<file path="src/sv/gtg_pkg.sv">
// shared types, constants and the cordic angle table for the go-to-goal controller
package gtg_pkg;

    // width of the loop step index (covers up to 24 iterations)
    localparam int STEP_W = 5;
    typedef logic [STEP_W-1:0] step_t;

    // digit-by-digit square root of a 41-bit value: two bits a step
    localparam int SQRT_STEPS = 21;

    // pi in Q29
    localparam logic [30:0] PI_Q29 = 31'd1686629713;

    // sequencer states
    typedef enum logic [3:0] {
        ST_IDLE,
        ST_SQ_DX,
        ST_SQ_DY,
        ST_SQ_TOL,
        ST_CHECK,
        ST_LOOP,
        ST_LIN,
        ST_ZH,
        ST_ZL,
        ST_BRG,
        ST_ANG,
        ST_FIN,
        ST_DONE
    } state_t;

    // control from the sequencer to the iteration datapath
    typedef struct packed {
        logic  load;
        logic  step;
        logic  cordic_en;
        step_t idx;
    } iter_ctrl_t;

    // atan(2^-i) in binary angle units, 2^32 per turn
    function automatic logic [29:0] atan_entry(input step_t i);
        logic [29:0] v;
        unique case (i)
            5'd0:    v = 30'h20000000;
            5'd1:    v = 30'h12E4051E;
            5'd2:    v = 30'h09FB385B;
            5'd3:    v = 30'h051111D4;
            5'd4:    v = 30'h028B0D43;
            5'd5:    v = 30'h0145D7E1;
            5'd6:    v = 30'h00A2F61E;
            5'd7:    v = 30'h00517C55;
            5'd8:    v = 30'h0028BE53;
            5'd9:    v = 30'h00145F2F;
            5'd10:   v = 30'h000A2F98;
            5'd11:   v = 30'h000517CC;
            5'd12:   v = 30'h00028BE6;
            5'd13:   v = 30'h000145F3;
            5'd14:   v = 30'h0000A2FA;
            5'd15:   v = 30'h0000517D;
            5'd16:   v = 30'h000028BE;
            5'd17:   v = 30'h0000145F;
            5'd18:   v = 30'h00000A30;
            5'd19:   v = 30'h00000518;
            5'd20:   v = 30'h0000028C;
            5'd21:   v = 30'h00000146;
            5'd22:   v = 30'h000000A3;
            5'd23:   v = 30'h00000051;
            default: v = 30'h0;
        endcase
        return v;
    endfunction

endpackage

</file>
<file path="src/sv/go_to_goal_p_controller.sv">
// top level of the proportional go-to-goal controller
//
//  channel | direction | handshake          | payload
//  s_      | in        | s_tvalid/s_tready  | s_tdata: pos_x, pos_y, heading
//  m_      | out       | m_tvalid/m_tready  | m_tdata: lin, ang; m_tuser: arrived
//  cfg_    | in        | cfg_valid/cfg_ready| cfg_index, cfg_data
//
// a pose beat is held from accept back to ready by the shared iteration loop, which
// runs the cordic and the square root side by side; an arrival beat skips the loop and
// goes straight from the arrival test to the output
// a single 16x32 multiplier serves squares, tolerance, gains and the angle scale
// the output register holds a finished beat while the next pose is taken; a
// stalled output only holds the sequencer at its final step
// reset loads the default goal, tolerance and gains and clears the arrived flag
module go_to_goal_p_controller #(
    parameter int CORDIC_STEPS = 16
) (
    input  logic        clk,
    input  logic        rst_n,
    input  logic        s_tvalid,
    output logic        s_tready,
    input  logic [47:0] s_tdata,   // pos_x [15:0], pos_y [31:16], heading [47:32]
    output logic        m_tvalid,
    input  logic        m_tready,
    output logic [39:0] m_tdata,   // linear_velocity [17:0], angular_velocity [37:18], zero
    output logic        m_tuser,   // arrived [0]
    input  logic        cfg_valid,
    output logic        cfg_ready,
    input  logic [2:0]  cfg_index,
    input  logic [15:0] cfg_data
);

    localparam int ITERS  = (CORDIC_STEPS < 24) ? CORDIC_STEPS : 24;
    localparam int LOOP_N = (ITERS > gtg_pkg::SQRT_STEPS) ? ITERS : gtg_pkg::SQRT_STEPS;

    localparam logic [2:0] CFG_GOAL_X  = 3'd0;
    localparam logic [2:0] CFG_GOAL_Y  = 3'd1;
    localparam logic [2:0] CFG_TOL     = 3'd2;
    localparam logic [2:0] CFG_LIN_GN  = 3'd3;
    localparam logic [2:0] CFG_ANG_GN  = 3'd4;

    gtg_pkg::state_t     state_reg, state_next;
    gtg_pkg::step_t      k_reg;
    gtg_pkg::iter_ctrl_t ictrl;

    logic [15:0]        goal_x_reg, goal_y_reg, tol_reg, lin_gain_reg, ang_gain_reg;
    logic               goal_reached_reg;
    logic signed [16:0] dx_reg, dy_reg;
    logic [15:0]        hd_reg;
    logic [32:0]        s_reg;
    logic [15:0]        mul_a;
    logic [31:0]        mul_b;
    logic [47:0]        mul_p_reg;
    logic [63:0]        acc_reg;
    logic signed [18:0] err_reg;
    logic [17:0]        lin_reg;
    logic [19:0]        ang_reg;
    logic               arr_reg;
    logic               m_tvalid_reg;
    logic [17:0]        m_lin_reg;
    logic [19:0]        m_ang_reg;
    logic               m_arr_reg;

    logic [20:0]        dist_w;
    logic signed [33:0] z_w;
    logic [16:0]        dx_mag_w, dy_mag_w;
    logic [33:0]        z_mag_w;
    logic               reached_w;
    logic [37:0]        lin_sum_w;
    logic [17:0]        lin_sat_w;
    logic [63:0]        brg_sum_w;
    logic signed [18:0] brg_w, err_w;
    logic [18:0]        err_abs_w;
    logic [34:0]        ang_sum_w;
    logic [22:0]        ang_q_w;
    logic [19:0]        ang_sat_w;
    logic               out_load_w;

    // iteration datapath
    gtg_iter u_iter (
        .clk  (clk),
        .ctrl (ictrl),
        .dx   (dx_reg),
        .dy   (dy_reg),
        .s    (s_reg),
        .root (dist_w),
        .z    (z_w)
    );

    // magnitudes and arrival test
    assign dx_mag_w  = dx_reg[16] ? 17'(-dx_reg) : dx_reg;
    assign dy_mag_w  = dy_reg[16] ? 17'(-dy_reg) : dy_reg;
    assign z_mag_w   = z_w[33] ? 34'(-z_w) : z_w;
    assign reached_w = goal_reached_reg || (s_reg <= {1'b0, mul_p_reg[31:0]});

    // linear velocity: round and saturate gain * distance
    assign lin_sum_w = {1'b0, mul_p_reg[36:0]} + 38'd32768;
    assign lin_sat_w = (lin_sum_w[37:16] > 22'd262143) ? 18'h3FFFF : lin_sum_w[33:16];

    // bearing from z * pi, then heading error
    assign brg_sum_w = acc_reg + {16'b0, mul_p_reg} + (64'h1 << 46);
    assign brg_w     = z_w[33] ? -$signed({2'b0, brg_sum_w[63:47]})
                               :  $signed({2'b0, brg_sum_w[63:47]});
    assign err_w     = brg_w - {{3{hd_reg[15]}}, hd_reg};
    assign err_abs_w = err_reg[18] ? 19'(-err_reg) : err_reg;

    // angular velocity: round and saturate gain * error
    assign ang_sum_w = {1'b0, mul_p_reg[33:0]} + 35'd2048;
    assign ang_q_w   = ang_sum_w[34:12];

    always_comb
    begin
        if (err_reg[18])
            ang_sat_w = (ang_q_w > 23'd524288) ? 20'h80000 : 20'(20'd0 - ang_q_w[19:0]);
        else
            ang_sat_w = (ang_q_w > 23'd524287) ? 20'h7FFFF : ang_q_w[19:0];
    end

    assign out_load_w = (state_reg == gtg_pkg::ST_DONE) && (!m_tvalid_reg || m_tready);

    // next state
    always_comb
    begin
        state_next = state_reg;
        unique case (state_reg)
            gtg_pkg::ST_IDLE:   if (s_tvalid) state_next = gtg_pkg::ST_SQ_DX;
            gtg_pkg::ST_SQ_DX:  state_next = gtg_pkg::ST_SQ_DY;
            gtg_pkg::ST_SQ_DY:  state_next = gtg_pkg::ST_SQ_TOL;
            gtg_pkg::ST_SQ_TOL: state_next = gtg_pkg::ST_CHECK;
            gtg_pkg::ST_CHECK:  state_next = reached_w ? gtg_pkg::ST_DONE : gtg_pkg::ST_LOOP;
            gtg_pkg::ST_LOOP:
                if (k_reg == gtg_pkg::step_t'(LOOP_N - 1)) state_next = gtg_pkg::ST_LIN;
            gtg_pkg::ST_LIN:    state_next = gtg_pkg::ST_ZH;
            gtg_pkg::ST_ZH:     state_next = gtg_pkg::ST_ZL;
            gtg_pkg::ST_ZL:     state_next = gtg_pkg::ST_BRG;
            gtg_pkg::ST_BRG:    state_next = gtg_pkg::ST_ANG;
            gtg_pkg::ST_ANG:    state_next = gtg_pkg::ST_FIN;
            gtg_pkg::ST_FIN:    state_next = gtg_pkg::ST_DONE;
            gtg_pkg::ST_DONE:   if (out_load_w) state_next = gtg_pkg::ST_IDLE;
            default:            state_next = gtg_pkg::ST_IDLE;
        endcase
    end

    // sequencer outputs: multiplier operands and iteration control
    always_comb
    begin
        s_tready        = 1'b0;
        mul_a           = '0;
        mul_b           = '0;
        ictrl.load      = 1'b0;
        ictrl.step      = 1'b0;
        ictrl.cordic_en = (k_reg < gtg_pkg::step_t'(ITERS));
        ictrl.idx       = k_reg;
        unique case (state_reg)
            gtg_pkg::ST_IDLE:   s_tready = 1'b1;
            gtg_pkg::ST_SQ_DX:
            begin
                mul_a = dx_mag_w[15:0];
                mul_b = {16'b0, dx_mag_w[15:0]};
            end
            gtg_pkg::ST_SQ_DY:
            begin
                mul_a = dy_mag_w[15:0];
                mul_b = {16'b0, dy_mag_w[15:0]};
            end
            gtg_pkg::ST_SQ_TOL:
            begin
                mul_a = tol_reg;
                mul_b = {16'b0, tol_reg};
            end
            gtg_pkg::ST_CHECK:  ictrl.load = ~reached_w;
            gtg_pkg::ST_LOOP:   ictrl.step = 1'b1;
            gtg_pkg::ST_LIN:
            begin
                mul_a = lin_gain_reg;
                mul_b = {11'b0, dist_w};
            end
            gtg_pkg::ST_ZH:
            begin
                mul_a = z_mag_w[31:16];
                mul_b = {1'b0, gtg_pkg::PI_Q29};
            end
            gtg_pkg::ST_ZL:
            begin
                mul_a = z_mag_w[15:0];
                mul_b = {1'b0, gtg_pkg::PI_Q29};
            end
            gtg_pkg::ST_ANG:
            begin
                mul_a = ang_gain_reg;
                mul_b = {14'b0, err_abs_w[17:0]};
            end
            default: ;
        endcase
    end

    // control registers and configuration
    always_ff @(posedge clk or negedge rst_n)
    begin
        if (!rst_n)
        begin
            state_reg        <= gtg_pkg::ST_IDLE;
            k_reg            <= '0;
            goal_reached_reg <= 1'b0;
            m_tvalid_reg     <= 1'b0;
            goal_x_reg       <= 16'd2048;
            goal_y_reg       <= 16'd2048;
            tol_reg          <= 16'd20;
            lin_gain_reg     <= 16'd2048;
            ang_gain_reg     <= 16'd16384;
        end
        else
        begin
            state_reg <= state_next;
            if (state_reg == gtg_pkg::ST_CHECK)
                k_reg <= '0;
            else if (state_reg == gtg_pkg::ST_LOOP)
                k_reg <= k_reg + 1'b1;
            if ((state_reg == gtg_pkg::ST_CHECK) && reached_w)
                goal_reached_reg <= 1'b1;
            if (out_load_w)
                m_tvalid_reg <= 1'b1;
            else if (m_tready)
                m_tvalid_reg <= 1'b0;
            // register write beat
            if (cfg_valid)
            begin
                unique case (cfg_index)
                    CFG_GOAL_X: goal_x_reg   <= cfg_data;
                    CFG_GOAL_Y: goal_y_reg   <= cfg_data;
                    CFG_TOL:    tol_reg      <= cfg_data;
                    CFG_LIN_GN: lin_gain_reg <= cfg_data;
                    CFG_ANG_GN: ang_gain_reg <= cfg_data;
                    default: ;
                endcase
            end
        end
    end

    // datapath registers
    always_ff @(posedge clk)
    begin
        mul_p_reg <= 48'(mul_a) * 48'(mul_b);
        unique case (state_reg)
            gtg_pkg::ST_IDLE:
                if (s_tvalid)
                begin
                    dx_reg <= {goal_x_reg[15], goal_x_reg} - {s_tdata[15], s_tdata[15:0]};
                    dy_reg <= {goal_y_reg[15], goal_y_reg} - {s_tdata[31], s_tdata[31:16]};
                    hd_reg <= s_tdata[47:32];
                end
            gtg_pkg::ST_SQ_DY:  s_reg <= {1'b0, mul_p_reg[31:0]};
            gtg_pkg::ST_SQ_TOL: s_reg <= s_reg + {1'b0, mul_p_reg[31:0]};
            gtg_pkg::ST_CHECK:
            begin
                arr_reg <= reached_w;
                lin_reg <= '0;
                ang_reg <= '0;
            end
            gtg_pkg::ST_ZH:     lin_reg <= lin_sat_w;
            gtg_pkg::ST_ZL:     acc_reg <= {mul_p_reg, 16'b0};
            gtg_pkg::ST_BRG:    err_reg <= err_w;
            gtg_pkg::ST_FIN:    ang_reg <= ang_sat_w;
            default: ;
        endcase
        // output register
        if (out_load_w)
        begin
            m_lin_reg <= lin_reg;
            m_ang_reg <= ang_reg;
            m_arr_reg <= arr_reg;
        end
    end

    assign cfg_ready = 1'b1;
    assign m_tvalid  = m_tvalid_reg;
    assign m_tdata   = {2'b0, m_ang_reg, m_lin_reg};
    assign m_tuser   = m_arr_reg;

`ifndef NO_ASSERTIONS
    // arrival flag is sticky
    assert property (@(posedge clk) disable iff (!rst_n)
        goal_reached_reg |=> goal_reached_reg)
        else $error("arrival flag dropped");

    // an arrived beat carries zero velocities
    assert property (@(posedge clk) disable iff (!rst_n)
        (m_tvalid && m_tuser) |-> (m_tdata == 40'd0))
        else $error("arrived beat with nonzero velocity");

    // a pose beat blocks the input on the next cycle
    assert property (@(posedge clk) disable iff (!rst_n)
        (s_tvalid && s_tready) |=> !s_tready)
        else $error("input ready right after accept");
`endif

endmodule

</file>
<file path="src/sv/gtg_iter.sv">
// iteration datapath: cordic vectoring for the bearing and a bit-pair square root
module gtg_iter (
    input  logic                clk,
    input  gtg_pkg::iter_ctrl_t ctrl,
    input  logic signed [16:0]  dx,
    input  logic signed [16:0]  dy,
    input  logic [32:0]         s,
    output logic [20:0]         root,
    output logic signed [33:0]  z
);

    localparam logic signed [33:0] Z_HALF = 34'sh080000000;

    logic signed [33:0] x_reg, y_reg, z_reg;
    logic signed [33:0] x_next, y_next, z_next;
    logic signed [33:0] x0_w, y0_w, xs_w, ys_w, atan_w;
    logic [40:0]        rem_reg, root_reg, sbit_reg;
    logic [40:0]        rem_next, root_next, sbit_next;
    logic [41:0]        trial_w;

    // cordic start vector, scaled by 4096
    assign x0_w   = {{5{dx[16]}}, dx, 12'b0};
    assign y0_w   = {{5{dy[16]}}, dy, 12'b0};
    assign xs_w   = x_reg >>> ctrl.idx;
    assign ys_w   = y_reg >>> ctrl.idx;
    assign atan_w = $signed({4'b0, gtg_pkg::atan_entry(ctrl.idx)});

    // cordic micro-rotation
    always_comb
    begin
        x_next = x_reg;
        y_next = y_reg;
        z_next = z_reg;
        if (ctrl.load)
        begin
            if (dx < 0)
            begin
                x_next = -x0_w;
                y_next = -y0_w;
                z_next = (dy >= 0) ? Z_HALF : -Z_HALF;
            end
            else
            begin
                x_next = x0_w;
                y_next = y0_w;
                z_next = '0;
            end
        end
        else if (ctrl.step && ctrl.cordic_en)
        begin
            if (y_reg > 0)
            begin
                x_next = x_reg + ys_w;
                y_next = y_reg - xs_w;
                z_next = z_reg + atan_w;
            end
            else
            begin
                x_next = x_reg - ys_w;
                y_next = y_reg + xs_w;
                z_next = z_reg - atan_w;
            end
        end
    end

    // square root step on s * 256
    assign trial_w = {1'b0, root_reg} + {1'b0, sbit_reg};

    always_comb
    begin
        rem_next  = rem_reg;
        root_next = root_reg;
        sbit_next = sbit_reg;
        if (ctrl.load)
        begin
            rem_next  = {s, 8'b0};
            root_next = '0;
            sbit_next = 41'h1 << 40;
        end
        else if (ctrl.step && (sbit_reg != '0))
        begin
            if ({1'b0, rem_reg} >= trial_w)
            begin
                rem_next  = rem_reg - trial_w[40:0];
                root_next = (root_reg >> 1) + sbit_reg;
            end
            else
            begin
                root_next = root_reg >> 1;
            end
            sbit_next = sbit_reg >> 2;
        end
    end

    always_ff @(posedge clk)
    begin
        x_reg    <= x_next;
        y_reg    <= y_next;
        z_reg    <= z_next;
        rem_reg  <= rem_next;
        root_reg <= root_next;
        sbit_reg <= sbit_next;
    end

    assign root = root_reg[20:0];
    assign z    = z_reg;

endmodule
</file>
<file path="config.mk">
export PLATFORM = sky130hd
export DESIGN_NAME = go_to_goal_p_controller
export DESIGN_NICKNAME = d
export VERILOG_FILES = /design/src/sv/gtg_pkg.sv /design/src/sv/go_to_goal_p_controller.sv /design/src/sv/gtg_iter.sv
export SDC_FILE = /design/constraint.sdc
export NUM_CORES = 2
export LEC_CHECK = 0
export BUFFER_PORTS_ARGS = -buffer_cell sky130_fd_sc_hd__buf_2
export CORE_MARGIN = 1
export CORE_UTILIZATION = 57
export DETAILED_ROUTE_END_ITERATION = 16
export GPL_ROUTABILITY_DRIVEN = 0
export PLACE_DENSITY = 0.73
export SYNTH_ARGS = -nofsm -noshare
export SYNTH_HDL_FRONTEND = slang
export SYNTH_SLANG_ARGS = --single-unit
</file>
<file path="constraint.sdc">
create_clock -name clk -period 21.6 [get_ports clk]
set_input_delay 4.32 -clock clk [delete_from_list [all_inputs] [get_ports clk]]
set_output_delay 4.32 -clock clk [all_outputs]
set_load 0.005 [all_outputs]
</file>
==> out/metrics.yaml <==
synthesis:
  ys_top_cells_by_area: "edfxtp_1, ha_1, fa_1"
  ys_warn_count: 0
  synth_area_um2: 59100
  synth_edf_count: 363
  ys_seq_area_share_pct: 26.3
  synth-seq-cells: 572
  synth.distinct_cells: 103
  async_reset_ff_share_pct: 15.9
  avgSynthCellArea_um2: 8.91
  synth_ff_type: "edfxtp_1"
  yosys.area.top_type: "edfxtp_1"
  synth_cells: 6636
  synth_top_area_share_pct: 18.4
min_path:
  worstHoldPathCells: 0
  hp-class: "flip-flop to flip-flop"
  hold_start: "lin_reg[12]$_SDFFCE_PN0P_"
  holdPathEnd: "m_lin_reg[12]$_DFFE_PP_"
clock_network:
  cts_resized: 0
  clk_latency_ps: 670
  clkSinkCount: 572
  cts.reportedPaths.clkPinSlew_ps: 60
  cts_tree: "done"
  cts_root_buf: "clkbuf_16"
  ctsHoldBuffers: 0
  clockBufferDepth: 3
  htree_num_levels: 3
  post-cts-setup-buffers: 0
  cts_made_buffers: 71
critical_path:
  r2r_slack_ps: 10830
  crit_required_ps: 22190
  rr_endpoint: "mul_p_reg[45]$_DFF_P_"
  reg2reg_depth: 31
  end_kind: "flip-flop"
  max_stage_delay_ps: 1240
  path_max_fanout: 6
  crit_slowest_cell: "a2111oi_1"
  timing.rr.start: "dy_reg[2]$_DFFE_PP_"
  cp_data_arrival_time_ps: 11360
  cp_common_cell: "fa_1"
  crit_path_start_kind: "flip-flop"
  path_class: "flip-flop to flip-flop"
sta:
  finalCritPeriodShare_pct: 49.8
  rsz0062_at_grt: "false"
  slew_violations: 0
  max_freq_ghz: 0.0929
  fin_ws_ps: 10830
  setup_viol: 0
  clock_skew_ps: 38.9
  tns_ps: 0
  fin_crit_ps: 10770
  tightest_slew_ps: 1320
  hold_viol_final: 0
  holdWs_ps: 416
  relSlewSlack_pct: 12.0
cells_and_area:
  drive_gt1_share_pct: 8.67
  final_core_util_pct: 61.9
  final_cell_mix: "nand2_1, nor2_1, inv_1, ha_1, a21oi_1"
  final_nets: 7560
  layout_commonest_cell: "nand2_1"
  area_growth_pct: 7.15
placed_design:
  hpwl_um: 134000
  dp_slack_ps: 10950
  port_buffers: 112
flow_run:
  maxCapViolCount: 0
detailed_routing:
  num_vias: 51100
  drc: 0
  wl_um: 175000
  drt_iter0_drc: 6006
  vias_per_cell: 6.34
  routedWlPerCell_um: 21.8
  ant_nets: 0
  dr.pass1.iters: 9
floorplan:
  pin_count: 116
  die_w_um: 324
  die_h_um: 324
  core_um2: 102000
  num_rows: 117
  initial_core_util_pct: 57.8
  die-area_um2: 105000
global_route:
  gr-total-overflow: 0
  grt_usage_pct: 33.0
  grt_max_degree: 87
  grt_pass1_wl_um: 270000
  antenna_found_initial: 3
  grt_pass1_vias: 48300
status:
  status: "finished clean"
[critical path, delay by kind of cell (launching register included)]
family	cells	cell delay [ps]
and+or+nand+nor	11	3210
DFF	1	440
xor gates and xnor gates	2	320
adders and majority gates	7	3510
buffers and inverters	4	210
AOI/OAI and AO/OA	7	3000
[layer usage]
layer	routed length, um	track usage (%)	vias up	part of all wire [%]
li1	-	-	23400	-
met1	71000	45.3	24600	40
met2	76400	49.4	2668	44
met3	20300	8.52	489	12
met4	7690	13.8	0	4.4
met5	0	0	-	0
[synthesized netlist by cell type, types with 80 or more instances]
| master | count |
|---|---|
| a21o_1 | 122 |
| a21oi_1 | 428 |
| clkbuf_1 | 220 |
| dfrtp_1 | 85 |
| dfxtp_1 | 118 |
| edfxtp_1 | 363 |
| fa_1 | 317 |
| ha_1 | 536 |
| inv_1 | 602 |
| mux2_2 | 99 |
| nand2_1 | 683 |
| nand3_1 | 108 |
| nor2_1 | 610 |
| nor2b_1 | 80 |
| nor3_1 | 102 |
| o21ai_0 | 394 |
| xnor2_1 | 305 |
| xor2_1 | 211 |
[cell type report]
class                   count  area, um2
clock inverters            31        305
clock buffers              95       2000
repair buffers            201       1230
inverters                 607       2280
diodes                      3       7.51
fillers                  8643      39000
flip-flops and latches    572      15600
multi-input cells        5182      40200
well taps                1368       1710
[metrics by stage]
stage / instance area [um2] / instances
2_1_floorplan: 59100 / 6637
3_3_place_gp: 61000 / 7930
3_5_place_dp: 61000 / 7930
4_1_cts: 63300 / 8056
5_1_grt: 63300 / 8057
6_report: 63300 / 8059
[cell families (layout without fill, tap and decap cells)]
family	Yosys count	count (layout)	synth area share, %
compound gates	1588	1588	17.2
fa+ha+maj	854	854	22.1
buf+inv	883	934	5.86
other cells	2	6	0.0127
mux	233	233	5.55
xor+xnor	516	516	7.65
flops	572	572	26.3
simple gates	1988	1988	15.4
[worst max path at each step]
stage | startpoint | endpoint | depth (start not counted)
after CTS | dy_reg[2]$_DFFE_PP_ | mul_p_reg[45]$_DFF_P_ | 31
after detailed placement | dy_reg[2]$_DFFE_PP_ | mul_p_reg[45]$_DFF_P_ | 31
after global placement | dy_reg[2]$_DFFE_PP_ | mul_p_reg[39]$_DFF_P_ | 31
final | dy_reg[2]$_DFFE_PP_ | mul_p_reg[45]$_DFF_P_ | 31
after global routing | dy_reg[2]$_DFFE_PP_ | mul_p_reg[45]$_DFF_P_ | 31
after floorplan | k_reg[4]$_DFFE_PN0P_ | u_iter.x_reg[0]$_SDFFCE_PP0P_ | 9
Power is left out: the tool's default activity adds up to more than one toggle a clock period on the data nets, which glitch-free logic cannot reach.
